==> src/rtl/oal_pkg.sv <==
`default_nettype none
// ----------------------------------------------------------------------------
// oal_pkg - shared types and codes of the ordered array list
// Sizes, action and status codes, and the result beat layout.
// ----------------------------------------------------------------------------
package oal_pkg;

  localparam int CAPACITY = 32;
  localparam int ADDR_W   = $clog2(CAPACITY);
  localparam int CNT_W    = 6;
  localparam int VAL_W    = 32;
  localparam int ACT_W    = 3;
  localparam int ST_W     = 3;

  typedef logic [CNT_W-1:0]         cnt_t;
  typedef logic [ADDR_W-1:0]        addr_t;
  typedef logic signed [VAL_W-1:0]  val_t;
  typedef logic [ACT_W-1:0]         act_t;
  typedef logic [ST_W-1:0]          st_t;

  localparam cnt_t CAP_CNT = CNT_W'(CAPACITY);

  localparam act_t ACT_CLEAR  = 3'd0;
  localparam act_t ACT_LOAD   = 3'd1;
  localparam act_t ACT_INSERT = 3'd2;
  localparam act_t ACT_DELETE = 3'd3;
  localparam act_t ACT_FIND   = 3'd4;
  localparam act_t ACT_DUMP   = 3'd5;

  localparam st_t ST_OK        = 3'd0;
  localparam st_t ST_FULL      = 3'd1;
  localparam st_t ST_EMPTY     = 3'd2;
  localparam st_t ST_INVALID   = 3'd3;
  localparam st_t ST_NOT_FOUND = 3'd4;

  typedef struct packed {
    st_t  status;
    cnt_t found_position;
    val_t entry_value;
    cnt_t count;
    logic last;
  } oal_res_t;

endpackage
`default_nettype wire

==> src/rtl/oal_if.sv <==
`default_nettype none
// ----------------------------------------------------------------------------
// oal_if - valid/ready channels of the ordered array list
// Command channel and result channel, each with source and sink views.
// ----------------------------------------------------------------------------
interface oal_in_if;
  import oal_pkg::*;

  logic  valid;
  logic  ready;
  act_t  action;
  val_t  value;
  cnt_t  position;

  modport source (output valid, output action, output value, output position, input ready);
  modport sink   (input valid, input action, input value, input position, output ready);
endinterface

interface oal_out_if;
  import oal_pkg::*;

  logic  valid;
  logic  ready;
  st_t   status;
  cnt_t  found_position;
  val_t  entry_value;
  cnt_t  count;
  logic  last;

  modport source (output valid, output status, output found_position, output entry_value,
                  output count, output last, input ready);
  modport sink   (input valid, input status, input found_position, input entry_value,
                  input count, input last, output ready);
endinterface
`default_nettype wire

==> src/rtl/oal_ram.sv <==
`default_nettype none
// ----------------------------------------------------------------------------
// oal_ram - simple dual-port synchronous RAM
// One write port, one read port with registered read data held between reads.
// ----------------------------------------------------------------------------
module oal_ram #(
  parameter int DEPTH = 32,
  parameter int WIDTH = 32,
  localparam int AW   = $clog2(DEPTH)
) (
  input  wire logic             clk,
  input  wire logic             wr_en,
  input  wire logic [AW-1:0]    wr_addr,
  input  wire logic [WIDTH-1:0] wr_data,
  input  wire logic             rd_en,
  input  wire logic [AW-1:0]    rd_addr,
  output logic      [WIDTH-1:0] rd_data
);

  logic [WIDTH-1:0] mem [DEPTH];

  always_ff @(posedge clk) begin
    if (wr_en) begin
      mem[wr_addr] <= wr_data;
    end
  end

  always_ff @(posedge clk) begin
    if (rd_en) begin
      rd_data <= mem[rd_addr];
    end
  end

endmodule
`default_nettype wire

==> src/rtl/oal_ctrl.sv <==
`default_nettype none
// ----------------------------------------------------------------------------
// oal_ctrl - command sequencer of the ordered array list
// Decodes actions, walks the entry RAM for shifts, search and dump.
// ----------------------------------------------------------------------------
module oal_ctrl (
  input  wire logic             clk,
  input  wire logic             rst_n,
  oal_in_if.sink                in_ch,
  input  wire logic             slot_free,
  output logic                  res_load,
  output oal_pkg::oal_res_t     res,
  output logic                  rd_en,
  output oal_pkg::addr_t        rd_addr,
  input  wire oal_pkg::val_t    rd_data,
  output logic                  wr_en,
  output oal_pkg::addr_t        wr_addr,
  output oal_pkg::val_t         wr_data
);
  import oal_pkg::*;

  typedef enum logic [2:0] {
    S_IDLE, S_SHIFT_UP, S_INS_WR, S_SHIFT_DN, S_SCAN, S_DUMP, S_EMIT
  } state_t;

  state_t state_r, state_nxt;
  cnt_t   count_r, count_nxt;
  addr_t  idx_r, idx_nxt;
  addr_t  pos_r, pos_nxt;
  val_t   val_r, val_nxt;
  st_t    st_r, st_nxt;
  cnt_t   fpos_r, fpos_nxt;
  val_t   fval_r, fval_nxt;

  logic   in_fire;
  addr_t  in_idx;
  addr_t  last_idx;
  cnt_t   idx_pos;

  assign in_ch.ready = (state_r == S_IDLE);
  assign in_fire     = in_ch.valid && in_ch.ready;
  assign in_idx      = ADDR_W'(in_ch.position - CNT_W'(1));
  assign last_idx    = ADDR_W'(count_r - CNT_W'(1));
  assign idx_pos     = CNT_W'(idx_r) + CNT_W'(1);

  always_comb begin
    state_nxt = state_r;
    count_nxt = count_r;
    idx_nxt   = idx_r;
    pos_nxt   = pos_r;
    val_nxt   = val_r;
    st_nxt    = st_r;
    fpos_nxt  = fpos_r;
    fval_nxt  = fval_r;
    rd_en     = 1'b0;
    rd_addr   = idx_r;
    wr_en     = 1'b0;
    wr_addr   = idx_r;
    wr_data   = rd_data;
    res_load  = 1'b0;
    res       = '{status: st_r, found_position: fpos_r, entry_value: fval_r,
                  count: count_r, last: 1'b1};

    unique case (state_r)
      S_IDLE: begin
        if (in_fire) begin
          val_nxt   = in_ch.value;
          pos_nxt   = in_idx;
          st_nxt    = ST_OK;
          fpos_nxt  = '0;
          fval_nxt  = '0;
          state_nxt = S_EMIT;
          unique case (in_ch.action) inside
            ACT_CLEAR: begin
              count_nxt = '0;
            end
            ACT_LOAD: begin
              if (count_r >= CAP_CNT) begin
                st_nxt = ST_FULL;
              end else begin
                wr_en     = 1'b1;
                wr_addr   = ADDR_W'(count_r);
                wr_data   = in_ch.value;
                count_nxt = count_r + CNT_W'(1);
              end
            end
            ACT_INSERT: begin
              if (count_r >= CAP_CNT) begin
                st_nxt = ST_FULL;
              end else if (count_r == '0) begin
                st_nxt = ST_EMPTY;
              end else if (in_ch.position == '0 ||
                           in_ch.position > count_r + CNT_W'(1)) begin
                st_nxt = ST_INVALID;
              end else if (in_ch.position == count_r + CNT_W'(1)) begin
                // append at the tail, nothing to move
                wr_en     = 1'b1;
                wr_addr   = in_idx;
                wr_data   = in_ch.value;
                count_nxt = count_r + CNT_W'(1);
              end else begin
                rd_en     = 1'b1;
                rd_addr   = last_idx;
                idx_nxt   = last_idx;
                state_nxt = S_SHIFT_UP;
              end
            end
            ACT_DELETE: begin
              if (count_r == '0) begin
                st_nxt = ST_EMPTY;
              end else if (in_ch.position == '0 || in_ch.position > count_r) begin
                st_nxt = ST_INVALID;
              end else if (in_ch.position == count_r) begin
                count_nxt = count_r - CNT_W'(1);
              end else begin
                rd_en     = 1'b1;
                rd_addr   = ADDR_W'(in_ch.position);
                idx_nxt   = ADDR_W'(in_ch.position);
                state_nxt = S_SHIFT_DN;
              end
            end
            ACT_FIND, ACT_DUMP: begin
              if (count_r == '0) begin
                st_nxt = ST_EMPTY;
              end else begin
                rd_en     = 1'b1;
                rd_addr   = '0;
                idx_nxt   = '0;
                state_nxt = (in_ch.action == ACT_FIND) ? S_SCAN : S_DUMP;
              end
            end
            default: begin
              // unused action codes: drop silently
              state_nxt = S_IDLE;
            end
          endcase
        end
      end
      S_SHIFT_UP: begin
        wr_en   = 1'b1;
        wr_addr = idx_r + ADDR_W'(1);
        if (idx_r == pos_r) begin
          state_nxt = S_INS_WR;
        end else begin
          rd_en   = 1'b1;
          rd_addr = idx_r - ADDR_W'(1);
          idx_nxt = idx_r - ADDR_W'(1);
        end
      end
      S_INS_WR: begin
        wr_en     = 1'b1;
        wr_addr   = pos_r;
        wr_data   = val_r;
        count_nxt = count_r + CNT_W'(1);
        state_nxt = S_EMIT;
      end
      S_SHIFT_DN: begin
        wr_en   = 1'b1;
        wr_addr = idx_r - ADDR_W'(1);
        if (idx_r == last_idx) begin
          count_nxt = count_r - CNT_W'(1);
          state_nxt = S_EMIT;
        end else begin
          rd_en   = 1'b1;
          rd_addr = idx_r + ADDR_W'(1);
          idx_nxt = idx_r + ADDR_W'(1);
        end
      end
      S_SCAN: begin
        if (rd_data == val_r) begin
          fpos_nxt  = idx_pos;
          fval_nxt  = rd_data;
          state_nxt = S_EMIT;
        end else if (idx_r == last_idx) begin
          st_nxt    = ST_NOT_FOUND;
          state_nxt = S_EMIT;
        end else begin
          rd_en   = 1'b1;
          rd_addr = idx_r + ADDR_W'(1);
          idx_nxt = idx_r + ADDR_W'(1);
        end
      end
      S_DUMP: begin
        if (slot_free) begin
          res_load = 1'b1;
          res      = '{status: ST_OK, found_position: idx_pos, entry_value: rd_data,
                       count: count_r, last: (idx_r == last_idx)};
          if (idx_r == last_idx) begin
            state_nxt = S_IDLE;
          end else begin
            rd_en   = 1'b1;
            rd_addr = idx_r + ADDR_W'(1);
            idx_nxt = idx_r + ADDR_W'(1);
          end
        end
      end
      S_EMIT: begin
        if (slot_free) begin
          res_load  = 1'b1;
          state_nxt = S_IDLE;
        end
      end
      default: begin
        state_nxt = S_IDLE;
      end
    endcase
  end

  always_ff @(posedge clk) begin
    if (!rst_n) begin
      state_r <= S_IDLE;
      count_r <= '0;
    end else begin
      state_r <= state_nxt;
      count_r <= count_nxt;
    end
    idx_r  <= idx_nxt;
    pos_r  <= pos_nxt;
    val_r  <= val_nxt;
    st_r   <= st_nxt;
    fpos_r <= fpos_nxt;
    fval_r <= fval_nxt;
  end

  a_count_bound: assert property (@(posedge clk) disable iff (!rst_n)
    count_r <= CAP_CNT)
    else $error("entry count above capacity");

  a_load_slot: assert property (@(posedge clk) disable iff (!rst_n)
    res_load |-> slot_free)
    else $error("result loaded into an occupied output slot");

  a_port_clash: assert property (@(posedge clk) disable iff (!rst_n)
    (rd_en && wr_en) |-> (rd_addr != wr_addr))
    else $error("read and write hit the same entry in one cycle");

  a_read_live: assert property (@(posedge clk) disable iff (!rst_n)
    rd_en |-> (CNT_W'(rd_addr) < count_r))
    else $error("read of an entry beyond the list");

  a_clear: assert property (@(posedge clk) disable iff (!rst_n)
    (in_fire && in_ch.action == ACT_CLEAR) |=> (count_r == '0))
    else $error("clear did not empty the list");

endmodule
`default_nettype wire

==> src/rtl/ordered_array_list_core.sv <==
`default_nettype none
// ----------------------------------------------------------------------------
// ordered_array_list_core - bounded ordered list of signed 32-bit words
// Command sequencer around one entry RAM, with a registered result slot.
// ----------------------------------------------------------------------------
// Sequencing: clear, load, error cases, tail insert and tail delete pass
//   through S_EMIT and then the registered output slot; insert walks
//   S_SHIFT_UP then S_INS_WR, delete walks S_SHIFT_DN, find walks S_SCAN.
// Throughput: one command at a time; the walks move one entry per cycle,
//   bounded by the single read and single write port of the entry RAM.
//   Dump streams one beat per cycle while out is ready.
// Reset: clears the entry count, sequencer state and output valid; the
//   entry RAM is not cleared since only live positions are ever read.
// ----------------------------------------------------------------------------
module ordered_array_list_core (
  input  wire logic clk,
  input  wire logic rst_n,
  oal_in_if.sink    in_ch,
  oal_out_if.source out_ch
);
  import oal_pkg::*;

  // RAM port nets between the sequencer and the entry store
  logic     rd_en;
  addr_t    rd_addr;
  val_t     rd_data;
  logic     wr_en;
  addr_t    wr_addr;
  val_t     wr_data;

  // Result hand-off from the sequencer
  logic     res_load;
  oal_res_t res;
  logic     slot_free;

  // Output slot: one registered beat, refilled in the cycle it drains
  logic     out_valid_r, out_valid_nxt;
  oal_res_t out_res_r, out_res_nxt;

  oal_ctrl u_ctrl (
    .clk       (clk),
    .rst_n     (rst_n),
    .in_ch     (in_ch),
    .slot_free (slot_free),
    .res_load  (res_load),
    .res       (res),
    .rd_en     (rd_en),
    .rd_addr   (rd_addr),
    .rd_data   (rd_data),
    .wr_en     (wr_en),
    .wr_addr   (wr_addr),
    .wr_data   (wr_data)
  );

  oal_ram #(
    .DEPTH (CAPACITY),
    .WIDTH (VAL_W)
  ) u_ram (
    .clk     (clk),
    .wr_en   (wr_en),
    .wr_addr (wr_addr),
    .wr_data (wr_data),
    .rd_en   (rd_en),
    .rd_addr (rd_addr),
    .rd_data (rd_data)
  );

  // The slot can take a new beat when empty or when its beat leaves now
  assign slot_free = !out_valid_r || out_ch.ready;

  always_comb begin
    out_res_nxt   = out_res_r;
    out_valid_nxt = out_valid_r;
    if (res_load) begin
      // advance: a fresh beat replaces the one leaving
      out_res_nxt   = res;
      out_valid_nxt = 1'b1;
    end else if (out_ch.ready) begin
      // drop the beat once taken
      out_valid_nxt = 1'b0;
    end
  end

  always_ff @(posedge clk) begin
    if (!rst_n) begin
      out_valid_r <= 1'b0;
    end else begin
      out_valid_r <= out_valid_nxt;
    end
    out_res_r <= out_res_nxt;
  end

  assign out_ch.valid          = out_valid_r;
  assign out_ch.status         = out_res_r.status;
  assign out_ch.found_position = out_res_r.found_position;
  assign out_ch.entry_value    = out_res_r.entry_value;
  assign out_ch.count          = out_res_r.count;
  assign out_ch.last           = out_res_r.last;

endmodule
`default_nettype wire
==> src/flat_wrapper.sv <==
// flat-port wrapper written by rule: the top's interface ports become plain ports
module ordered_array_list_core_flat import oal_pkg::*;
  (clk, rst_n, in_ch_valid, in_ch_action, in_ch_value, in_ch_position, in_ch_ready, out_ch_valid, out_ch_status, out_ch_found_position, out_ch_entry_value, out_ch_count, out_ch_last, out_ch_ready);
  oal_in_if in_ch_i ();
  oal_out_if out_ch_i ();
  input  wire logic clk;
  input  wire logic rst_n;
  input wire logic [$bits(in_ch_i.valid)-1:0] in_ch_valid;
  input wire logic [$bits(in_ch_i.action)-1:0] in_ch_action;
  input wire logic [$bits(in_ch_i.value)-1:0] in_ch_value;
  input wire logic [$bits(in_ch_i.position)-1:0] in_ch_position;
  output wire logic [$bits(in_ch_i.ready)-1:0] in_ch_ready;
  output wire logic [$bits(out_ch_i.valid)-1:0] out_ch_valid;
  output wire logic [$bits(out_ch_i.status)-1:0] out_ch_status;
  output wire logic [$bits(out_ch_i.found_position)-1:0] out_ch_found_position;
  output wire logic [$bits(out_ch_i.entry_value)-1:0] out_ch_entry_value;
  output wire logic [$bits(out_ch_i.count)-1:0] out_ch_count;
  output wire logic [$bits(out_ch_i.last)-1:0] out_ch_last;
  input wire logic [$bits(out_ch_i.ready)-1:0] out_ch_ready;
  assign in_ch_i.valid = in_ch_valid;
  assign in_ch_i.action = in_ch_action;
  assign in_ch_i.value = in_ch_value;
  assign in_ch_i.position = in_ch_position;
  assign in_ch_ready = in_ch_i.ready;
  assign out_ch_valid = out_ch_i.valid;
  assign out_ch_status = out_ch_i.status;
  assign out_ch_found_position = out_ch_i.found_position;
  assign out_ch_entry_value = out_ch_i.entry_value;
  assign out_ch_count = out_ch_i.count;
  assign out_ch_last = out_ch_i.last;
  assign out_ch_i.ready = out_ch_ready;
  ordered_array_list_core u_core (.clk(clk), .rst_n(rst_n), .in_ch(in_ch_i), .out_ch(out_ch_i));
endmodule
==> config.mk <==
export PLATFORM = sky130hd
export DESIGN_NAME = ordered_array_list_core_flat
export DESIGN_NICKNAME = d
export VERILOG_FILES = /design/src/rtl/oal_pkg.sv /design/src/rtl/oal_if.sv /design/src/rtl/oal_ram.sv /design/src/rtl/oal_ctrl.sv /design/src/rtl/ordered_array_list_core.sv /design/src/flat_wrapper.sv
export SDC_FILE = /design/constraint.sdc
export NUM_CORES = 2
export LEC_CHECK = 0
export BUFFER_PORTS_ARGS = -buffer_cell sky130_fd_sc_hd__buf_2
export CAP_MARGIN = 10
export CORE_MARGIN = 2
export CORE_UTILIZATION = 36
export DETAILED_ROUTE_END_ITERATION = 10
export HOLD_SLACK_MARGIN = 0.15
export PLACE_DENSITY = 0.64
export SLEW_MARGIN = 15
export SYNTH_ARGS = -nofsm -noshare
export SYNTH_HDL_FRONTEND = slang
export SYNTH_HIERARCHICAL = 1
export SYNTH_SLANG_ARGS = --single-unit
==> constraint.sdc <==
create_clock -name clk -period 4.79 [get_ports clk]
set_clock_uncertainty 0.15 [all_clocks]
set_input_delay 0.2395 -clock clk [delete_from_list [all_inputs] [get_ports clk]]
set_output_delay 0.2395 -clock clk [all_outputs]
set_load 0.005 [all_outputs]
==> impl_metrics.csv <==
group,metric,value,unit
setup_path,worst_ep_arrival_time,4.96,ns
power_and_ir_drop,power_switching_share,35.4,%
floorplan,start_util,36.2,%
setup_path,worst-path-buf-inv,6,
setup_path,crit_path_frequent_cell,"buf_4",
setup_path,crit_slowest_cell,"edfxtp_1",
logic_synthesis,synth_top_area_share,72.5,%
route,firstDrtPassIters,7,
power_and_ir_drop,seq_power_share,38.7,%
power_and_ir_drop,leakage,19.9,nW
clock_tree,cts.sinks,1197,
clock_tree,path_clk_slew,0.06,ns
logic_synthesis,synthDistinctLibCells,87,
finish,n_antenna_cell,0,
power_and_ir_drop,vdd_ir_drop_max,799,uV
grt,antenna_found_initial,2,
clock_tree,cts.root.buffer_cell,"clkbuf_16",
power_and_ir_drop,power,40.0,mW
logic_synthesis,synthTopCellsByArea,"edfxtp_1 (73%), mux2i_1 (10%), a22oi_1 (1.8%)",
logic_synthesis,async_reset_ff_share,0,%
worst_hold_path,hold_class,"input pin to flop",
power_and_ir_drop,p_sw,14.2,mW
logic_synthesis,ys_ff_latch,1197,
floorplan,placeableCoreArea,135000,um2
floorplan,dieArea,139000,um2
finish,mostFrequentLayoutCells,"edfxtp_1 (1182), mux2i_1 (511), buf_4 (189)",
floorplan,die_h,373,um
setup_path,cp_cell_sequence,"xnor2_1, nand4_1, nor4_1, buf_4, a211oi_1, a31o_1, or3_4, buf_4, a221o_2, nor2_4, buf_4, clkbuf_16, buf_4, clkbuf_16, a22oi_1, nand3_1, nand3_1",
clock_tree,clock_latency,0.70,ns
timing,worst_pin_slew,1.10,ns
route,wl,134,mm
placed_design,hpwl,82.1,mm
logic_synthesis,ys_warn_count,6,
floorplan,rows,135,
finish,nets,3456,
route,wl_per_cell,25.4,um
floorplan,ios,95,
finish,syn2layout_area_growth,20.3,%
grt,grt_pass1_wl,192,mm
finish,drive_gt1_share,19.6,%
route,vias,28700,
power_and_ir_drop,powerDensity,680,nW/um2
logic_synthesis,netlist_area,48900,um2
route,drcViolationCount,0,
power_and_ir_drop,power.internal,25.9,mW
placed_design,dp.cells,4958,
timing,whs,0.179,ns
setup_path,crit_family,"simple AND/OR/NAND/NOR gates",
setup_path,endpoint_kind,"flop",
logic_synthesis,yosysTopAreaCell,"edfxtp_1",
timing,max_freq,214,MHz
run_status,status,"finished, final reports clean",
placed_design,gp_congestion,0.903,
route,vias_per_cell,5.44,
route,ant_nets,0,
timing,maxSlewViolCount,0,
clock_tree,cts_buffer_depth,3,
timing,setup_viol,0,
timing,rsz0062_at_grt,"yes",
setup_path,slowest_delay,0.53,ns
grt,grt_overflow,0,
floorplan,die_x,373,um
finish,instances_no_fill,5270,
logic_synthesis,seq_area_frac_synth,73.1,%
grt,grt_start_max_net_pins,101,
setup_path,cp_max_fo,14,
job,drv_cap,0,
logic_synthesis,synth_edf_count,1182,
timing,slew_headroom,26.9,%
placed_design,port_buffers,94,
timing,hold_viol,0,
finish,final_common_cell,"edfxtp_1",
grt,first_global_vias,28000,
grt,grt_use_total,18.5,%
timing,fin_crit_sh,97.7,%
route,drtIter0Drc,3446,
finish,fill_cells,11800,
clock_tree,numCtsBuffers,114,
finish,multi_input_area,12600,um2
setup_path,critPathKind,"flop to flop",
logic_synthesis,synth_nets,3067,
timing,fin_crit,4.68,ns
clock_tree,htreeDepth,3,
logic_synthesis,synthFlopType,"edfxtp_1",
setup_path,crit_required,5.07,ns
power_and_ir_drop,clkPwrFrac,22.1,%
power_and_ir_drop,pwr-share-comb,39.2,%
setup_path,cp-start-kind,"flop",
logic_synthesis,synthCells,3003,
clock_tree,cts_tree,"yes",
finish,ff_latch_area,35800,um2
logic_synthesis,syn_area_per_cell,16.3,um2
==> worst register-to-register path, stage by stage, from the launching register on <==
cell       delay [ns]
edfxtp_1         0.53
xnor2_1          0.44
nand4_1          0.29
nor4_1           0.37
buf_4            0.20
a211oi_1         0.08
a31o_1           0.20
or3_4            0.35
buf_4            0.15
a221o_2          0.43
nor2_4           0.24
buf_4            0.19
clkbuf_16        0.17
buf_4            0.13
clkbuf_16        0.18
a22oi_1          0.09
nand3_1          0.15
nand3_1          0.09
==> power groups by stage <==
| stage | clock network (mW) | registers [mW] | logic (mW) |
|---|---|---|---|
| after floorplan | 0 | 15.4 | 9.37 |
| after global placement | 0 | 15.7 | 14.3 |
| after detailed placement | 0 | 15.7 | 14.6 |
| after CTS | 8.97 | 15.5 | 14.8 |
| after global routing | 9.39 | 15.6 | 16.7 |
| final | 8.84 | 15.5 | 15.7 |
==> cells in the mapped netlist, types with 3 or more instances <==
library cell and instances:
nor4_1 3, a222oi_1 14, or2_2 4, mux2i_1 513, nor3_1 41, dfxtp_1 15
and3_1 38, a21o_1 4, edfxtp_1 1182, buf_6 16, a221oi_1 3, o21ai_0 47
o22ai_1 4, inv_1 42, a211oi_1 3, a22oi_1 120, xnor2_1 47, nand2_1 166
a211o_1 6, and2_1 9, o211ai_1 7, a31oi_1 35, nand3b_1 5, nand2b_1 7
xor2_1 11, or3_1 4, a22o_1 65, buf_4 36, buf_2 42, o221ai_1 4
or3b_2 3, a21oi_1 127, nand4_1 11, nor2b_1 7, nor2_1 69, buf_1 7
ha_1 19, clkbuf_1 65, mux2_2 33, nand3_1 109
==> flip-flops by register name, indices dropped and copies added, names as in the netlist <==
name / flops
u_core/out_ch.count: 6
u_core/out_ch.entry_value: 32
u_core/out_ch.found_position: 6
u_core/out_ch.last: 1
u_core/out_ch.status: 3
u_core/out_ch.valid: 1
u_core/u_ctrl/count_r: 6
u_core/u_ctrl/fpos_r: 6
u_core/u_ctrl/fval_r: 32
u_core/u_ctrl/idx_r: 5
u_core/u_ctrl/pos_r: 5
u_core/u_ctrl/st_r: 3
u_core/u_ctrl/state_r: 3
u_core/u_ctrl/val_r: 32
u_core/u_ram/mem: 1024
u_core/u_ram/rd_data: 32
==> per-layer routing <==
layer | track usage [%] | vias to the layer above | wire length [um]
met5 | 0 | - | 20
met4 | 5.61 | 2 | 3800
met3 | 2.27 | 204 | 9260
met2 | 31.5 | 1216 | 65900
met1 | 24.7 | 14600 | 54700
li1 | - | 12600 | -
==> logic make-up (layout without fill, tap and decap cells) <==
kind of cell,after synthesis,count (layout),share of synthesized area (%)
AOI/OAI and AO/OA,474,474,6.71
xor gates and xnor gates,61,61,1.18
adders and majority gates,19,19,0.486
buffers and inverters,210,696,2.25
DFF,1197,1197,73.1
muxes,546,546,11.3
and+or+nand+nor,496,496,4.98
==> path summary, 6_finish.rpt <==
path	startpoint	end	slack [ns]	depth (start not counted)
max	u_core/u_ram/rd_data[21]	u_core/u_ram/rd_data[19]	0.11	17
min	in_ch_value[20]	u_core/u_ctrl/val_r[20]	0.18	2
min reg2reg	u_core/u_ctrl/st_r[1]	u_core/out_ch.status[1]	0.37	1
max reg2reg	u_core/u_ram/rd_data[21]	u_core/u_ram/rd_data[19]	0.11	17
==> metrics by stage <==
| step | util, % | setup WS, ns | cell area [um2] | TNS, ns |
|---|---|---|---|---|
| after floorplan | - | -0.489 | 49000 | -147.56 |
| after global placement | 39.8 | -0.0801 | 53800 | -0.136 |
| after detailed placement | 39.8 | -0.156 | 53800 | -0.380 |
| after CTS | 43.1 | 0.0150 | 58300 | 0 |
| after global routing | 43.6 | -0.0531 | 58900 | -0.217 |
| final | 43.6 | 0.111 | 58900 | 0 |
==> area by class of cell <==
type | instances | share of cell area, %
tap | 1781 | 3.79
multi-input combinational | 1596 | 21.4
inverter | 42 | 0.268
sequential | 1197 | 60.8
clock buffer | 133 | 5.00
timing repair buffer | 441 | 7.54
clock inverter | 80 | 1.19
==> timing repair <==
action	CTS	global route
buffers inserted	1	20
gates resized for setup	8	33
endpoints found under the hold margin	180	0
gates cloned	1	8
setup endpoints to repair	11	65
hold buffers	69	0
pin swaps	2	17
Note: power is estimated with default switching activity, not from simulation.
